<file path="src/hdl/sau_pkg.sv">
// Package for the stack arithmetic unit: sizes, codes, item structs and FSM states.
// Depends on nothing; sau_div and stack_arithmetic_unit import it.
package sau_pkg;

  localparam int STACK_DEPTH = 256;
  localparam int PTR_W       = $clog2(STACK_DEPTH);
  localparam int DEPTH_W     = $clog2(STACK_DEPTH + 1);
  localparam int WORD_W      = 32;
  localparam int DIV_CNT_W   = $clog2(WORD_W + 1);
  localparam int CHAR_MAX    = 127;
  localparam int MIN_BINARY  = 2;

  typedef enum logic [2:0] {
    ACT_PUSH  = 3'd0,
    ACT_SUB   = 3'd1,
    ACT_DIV   = 3'd2,
    ACT_MUL   = 3'd3,
    ACT_MOD   = 3'd4,
    ACT_PCHAR = 3'd5
  } action_t;

  typedef enum logic [2:0] {
    ST_OK      = 3'd0,
    ST_SHORT   = 3'd1,
    ST_DIVZERO = 3'd2,
    ST_EMPTY   = 3'd3,
    ST_RANGE   = 3'd4,
    ST_FULL    = 3'd5
  } status_t;

  typedef struct packed {
    action_t                    action;
    logic signed [WORD_W-1:0]   push_value;
  } in_item_t;

  typedef struct packed {
    status_t                    status;
    logic signed [WORD_W-1:0]   top_value;
    logic                       char_valid;
  } out_item_t;

  typedef enum logic [1:0] {
    S_IDLE,
    S_READ,
    S_DIV,
    S_WB
  } fsm_t;

endpackage

</file>
<file path="src/hdl/sau_div.sv">
// Iterative signed divider, one quotient bit per cycle, truncating toward zero.
// Depends on sau_pkg for the word width and counter width.
module sau_div (
  input  logic                                 clk,
  input  logic                                 rst,
  input  logic                                 start,
  input  logic signed [sau_pkg::WORD_W-1:0]    dividend,
  input  logic signed [sau_pkg::WORD_W-1:0]    divisor,
  output logic                                 done,
  output logic signed [sau_pkg::WORD_W-1:0]    quotient,
  output logic signed [sau_pkg::WORD_W-1:0]    remainder
);
  import sau_pkg::*;

  logic                 running;
  logic [DIV_CNT_W-1:0] count;
  logic [WORD_W-1:0]    quo;
  logic [WORD_W-1:0]    rem;
  logic [WORD_W-1:0]    dmag;
  logic                 neg_q;
  logic                 neg_r;
  logic [WORD_W:0]      trial;

  // Trial subtract of the magnitude divisor from the shifted partial remainder.
  assign trial = {rem, quo[WORD_W-1]} - {1'b0, dmag};

  always_ff @(posedge clk) begin
    if (rst) begin
      running <= 1'b0;
      done    <= 1'b0;
      count   <= '0;
    end else begin
      done <= 1'b0;
      if (start) begin
        running <= 1'b1;
        count   <= DIV_CNT_W'(WORD_W);
        quo     <= dividend[WORD_W-1] ? WORD_W'(-dividend) : WORD_W'(dividend);
        dmag    <= divisor[WORD_W-1] ? WORD_W'(-divisor) : WORD_W'(divisor);
        rem     <= '0;
        neg_q   <= dividend[WORD_W-1] ^ divisor[WORD_W-1];
        neg_r   <= dividend[WORD_W-1];
      end else if (running) begin
        if (!trial[WORD_W]) begin
          rem <= trial[WORD_W-1:0];
          quo <= {quo[WORD_W-2:0], 1'b1};
        end else begin
          rem <= {rem[WORD_W-2:0], quo[WORD_W-1]};
          quo <= {quo[WORD_W-2:0], 1'b0};
        end
        count <= count - 1'b1;
        if (count == DIV_CNT_W'(1)) begin
          running <= 1'b0;
          done    <= 1'b1;
        end
      end
    end
  end

  // Restore signs: quotient by sign difference, remainder follows the dividend.
  assign quotient  = neg_q ? WORD_W'(-quo) : quo;
  assign remainder = neg_r ? WORD_W'(-rem) : rem;

endmodule

</file>
<file path="config.mk">
export PLATFORM = sky130hd
export DESIGN_NAME = sau_div
export DESIGN_NICKNAME = d
export VERILOG_FILES = /design/src/hdl/sau_pkg.sv /design/src/hdl/sau_div.sv
export SDC_FILE = /design/constraint.sdc
export NUM_CORES = 1
export LEC_CHECK = 0
export BUFFER_PORTS_ARGS = -buffer_cell sky130_fd_sc_hd__buf_2
export CAP_MARGIN = 20
export CORE_MARGIN = 5
export CORE_UTILIZATION = 45
export DETAILED_ROUTE_END_ITERATION = 10
export GPL_TIMING_DRIVEN = 0
export PLACE_DENSITY = 0.68
export SYNTH_ARGS = -nofsm -noshare
export SYNTH_HDL_FRONTEND = slang
export SYNTH_SLANG_ARGS = --single-unit
</file>
<file path="constraint.sdc">
create_clock -name clk -period 3.4 [get_ports clk]
set_input_delay 0.17 -clock clk [delete_from_list [all_inputs] [get_ports clk]]
set_output_delay 0.17 -clock clk [all_outputs]
set_load 0.02 [all_outputs]
</file>
==> out/results.ini <==
[run_status]
status=completed

[setup_path]
cp-end-kind=output port
cp-start-kind=flop
cp_max_fo=4
worstPathArrival_ns=3.12
crit_type=flop to output port
crit_required_ns=3.23

[sta]
setup_viol_count_final=0
fin_crit_sh_pct=96.79
rsz0062_at_grt=true
maxSlewViolCount=0
slew_headroom_pct=39.64
max_clock_freq_ghz=0.3039
finalHoldViolCount=0
fin_skew_ns=0.01098
worstMarginPinSlew_ns=0.9035
setup_tns_ns=0
min_period_ns=3.291
layout_setup_ws_ns=0.1091

[floorplan]
start_util_pct=45.83
die-area_um2=21910
ioPinCount=132
rows=50
fp.dieH_um=148.0
die_w_um=148.0
core_area_um2=18710

[route]
wire_per_inst_um=16.45
drc=0
wl_um=22340
ant_nets=0
drt_iter0_markers=497
via_count=7435
dr.pass1.iters=5
via_per_inst=5.475

[grt]
grt-ovfl-total=0
grt_max_degree=35
antenna_found_initial=3
grt_pass1_vias=7093
grtUsageTotal_pct=20.04
grt_pass1_wl_um=35470

[finish]
final_layout_size_suffix_gt1_share_pct=20.20
final_util_pct=54.54
final_cells=1358
area_growth_pct=19.02
fin_area_um2=10200
nets=1225
n_antenna_cell=0

[clocking]
clockRootBuffer=clkbuf_16
cts_tree=built
cts_made_buffers=9
clkLatencyLatePin_ns=0.36
htreeDepth=3
clock_path_buffers=2
hold_buffers=0
cts.sinks=106
clkSlewWorstSetupHoldPaths_ns=0.07

[power_and_ir_drop]
powerDensity_nw_per_um2=434.6
peakVddDrop_uv=248.4
p_leak_nw=4.008

[logic_synthesis]
syn_nets=1060
async_flop_share_pct=0
synth-warning-count=0
synth_enable_flop_cells=98
ys_types=66
syn-instance-count=954
synthFlopType=edfxtp_1
ys_ff_latch=106
synth.avg_cell_area_um2=8.985
synth_area_um2=8572
yosysSeqAreaShare_pct=36.20

[place]
io_buffers=131
hpwl_um=17400
pre_cts_ws_ns=-0.3370
dp.cells=1321
dpl-instance-area_um2=9583
gp_congestion=0.9122

[run]
cap_violations=0

[worst_hold_path]
hold_class=input pin to flop

-- worst max-delay path: stages, from the launching register on --
cell	delay [ns]
edfxtp_1	0.43
or4_4	0.58
or4_4	0.46
or3_1	0.39
nor3_1	0.19
nand2_1	0.14
o21ai_0	0.21
xnor2_1	0.16
buf_2	0.20
-- path summary, 6_finish.rpt --
check	start	endpoint	slack [ns]	cells after the start
min reg2reg	count[1]	count[1]	0.51	2
max reg2reg	quo[31]	rem[31]	0.18	12
max	quo[5]	quotient[30]	0.11	8
min	divisor[0]	dmag[0]	0.03	1
-- cell usage after synthesis (12+ instances only) --
cell,instances,share of area (%)
ha_1,38,5.5
o41ai_1,15,1.5
a21oi_1,80,4.7
inv_1,58,2.5
nand2b_1,20,1.5
clkbuf_1,25,1.1
nand2_1,79,3.5
edfxtp_1,98,34
nor3_1,20,1.2
or3_1,15,1.1
xnor2_1,104,11
xor2_1,44,4.5
o21ai_0,55,3.2
o31ai_1,32,2.8
nor2_1,99,4.3
mux2i_1,27,3.2
or4_1,12,1.1
-- timing repair --
action,in CTS,in global routing
gates resized for setup,16,22
buffers inserted,9,12
setup endpoints to repair,42,46
pin swaps,3,11
-- sequential cells by signal (all words and copies together), names as in the netlist --
register / count
done: 1
count: 6
neg_q: 1
rem: 32
quo: 32
neg_r: 1
dmag: 32
running: 1
-- report_power, final --
part           switching, mW  internal (mW)
Clock                  0.497          0.575
Combinational          0.972          0.694
Sequential             0.116           1.58
-- metal layers --
layer	wire length [µm]	track usage (%)
met1	9970	27.25
met2	10480	32.45
met3	1428	4.108
met4	424	5.866
met5	39	0
-- through the flow --
step / total power [mW] / hold WS [ns]
2_1_floorplan: 2.844 / 0.2424
3_3_place_gp: 3.269 / 0.3921
3_5_place_dp: 3.292 / 0.3985
4_1_cts: 4.390 / 0.02093
5_1_grt: 4.693 / 0.02299
6_report: 4.434 / 0.02716
-- cell type report --
class,count,area (µm²)
multi-input cells,757,5268
clock inverters,6,65.06
plain buffers,33,161.4
inverters,58,217.7
flip-flops and latches,106,3103
repair buffers,154,865.8
fillers,1722,8503
clock buffers,10,229.0
well taps,234,292.8
-- layout by cell type, fill, tap and decap left out, drive strengths merged, types with 35 or more instances in the layout --
| cell type | synthesis | layout |
|---|---|---|
| buf | 8 | 162 |
| clkbuf | 25 | 35 |
| ha | 38 | 38 |
| nand2 | 80 | 80 |
| nor2 | 99 | 99 |
| xor2 | 44 | 44 |
| edfxtp | 98 | 98 |
| inv | 58 | 60 |
| o21ai | 57 | 57 |
| xnor2 | 104 | 104 |
| a21oi | 81 | 81 |
-- logic make-up after synthesis --
group	Yosys count	share of synthesized area, %
DFF	106	36.20
and+or+nand+nor	309	18.39
adders and majority gates	39	5.780
AOI/OAI and AO/OA	234	17.15
buffers and inverters	91	4.204
muxes	27	3.153
xor gates and xnor gates	148	15.12
No activity file was read; power rests on OpenSTA's default activity.
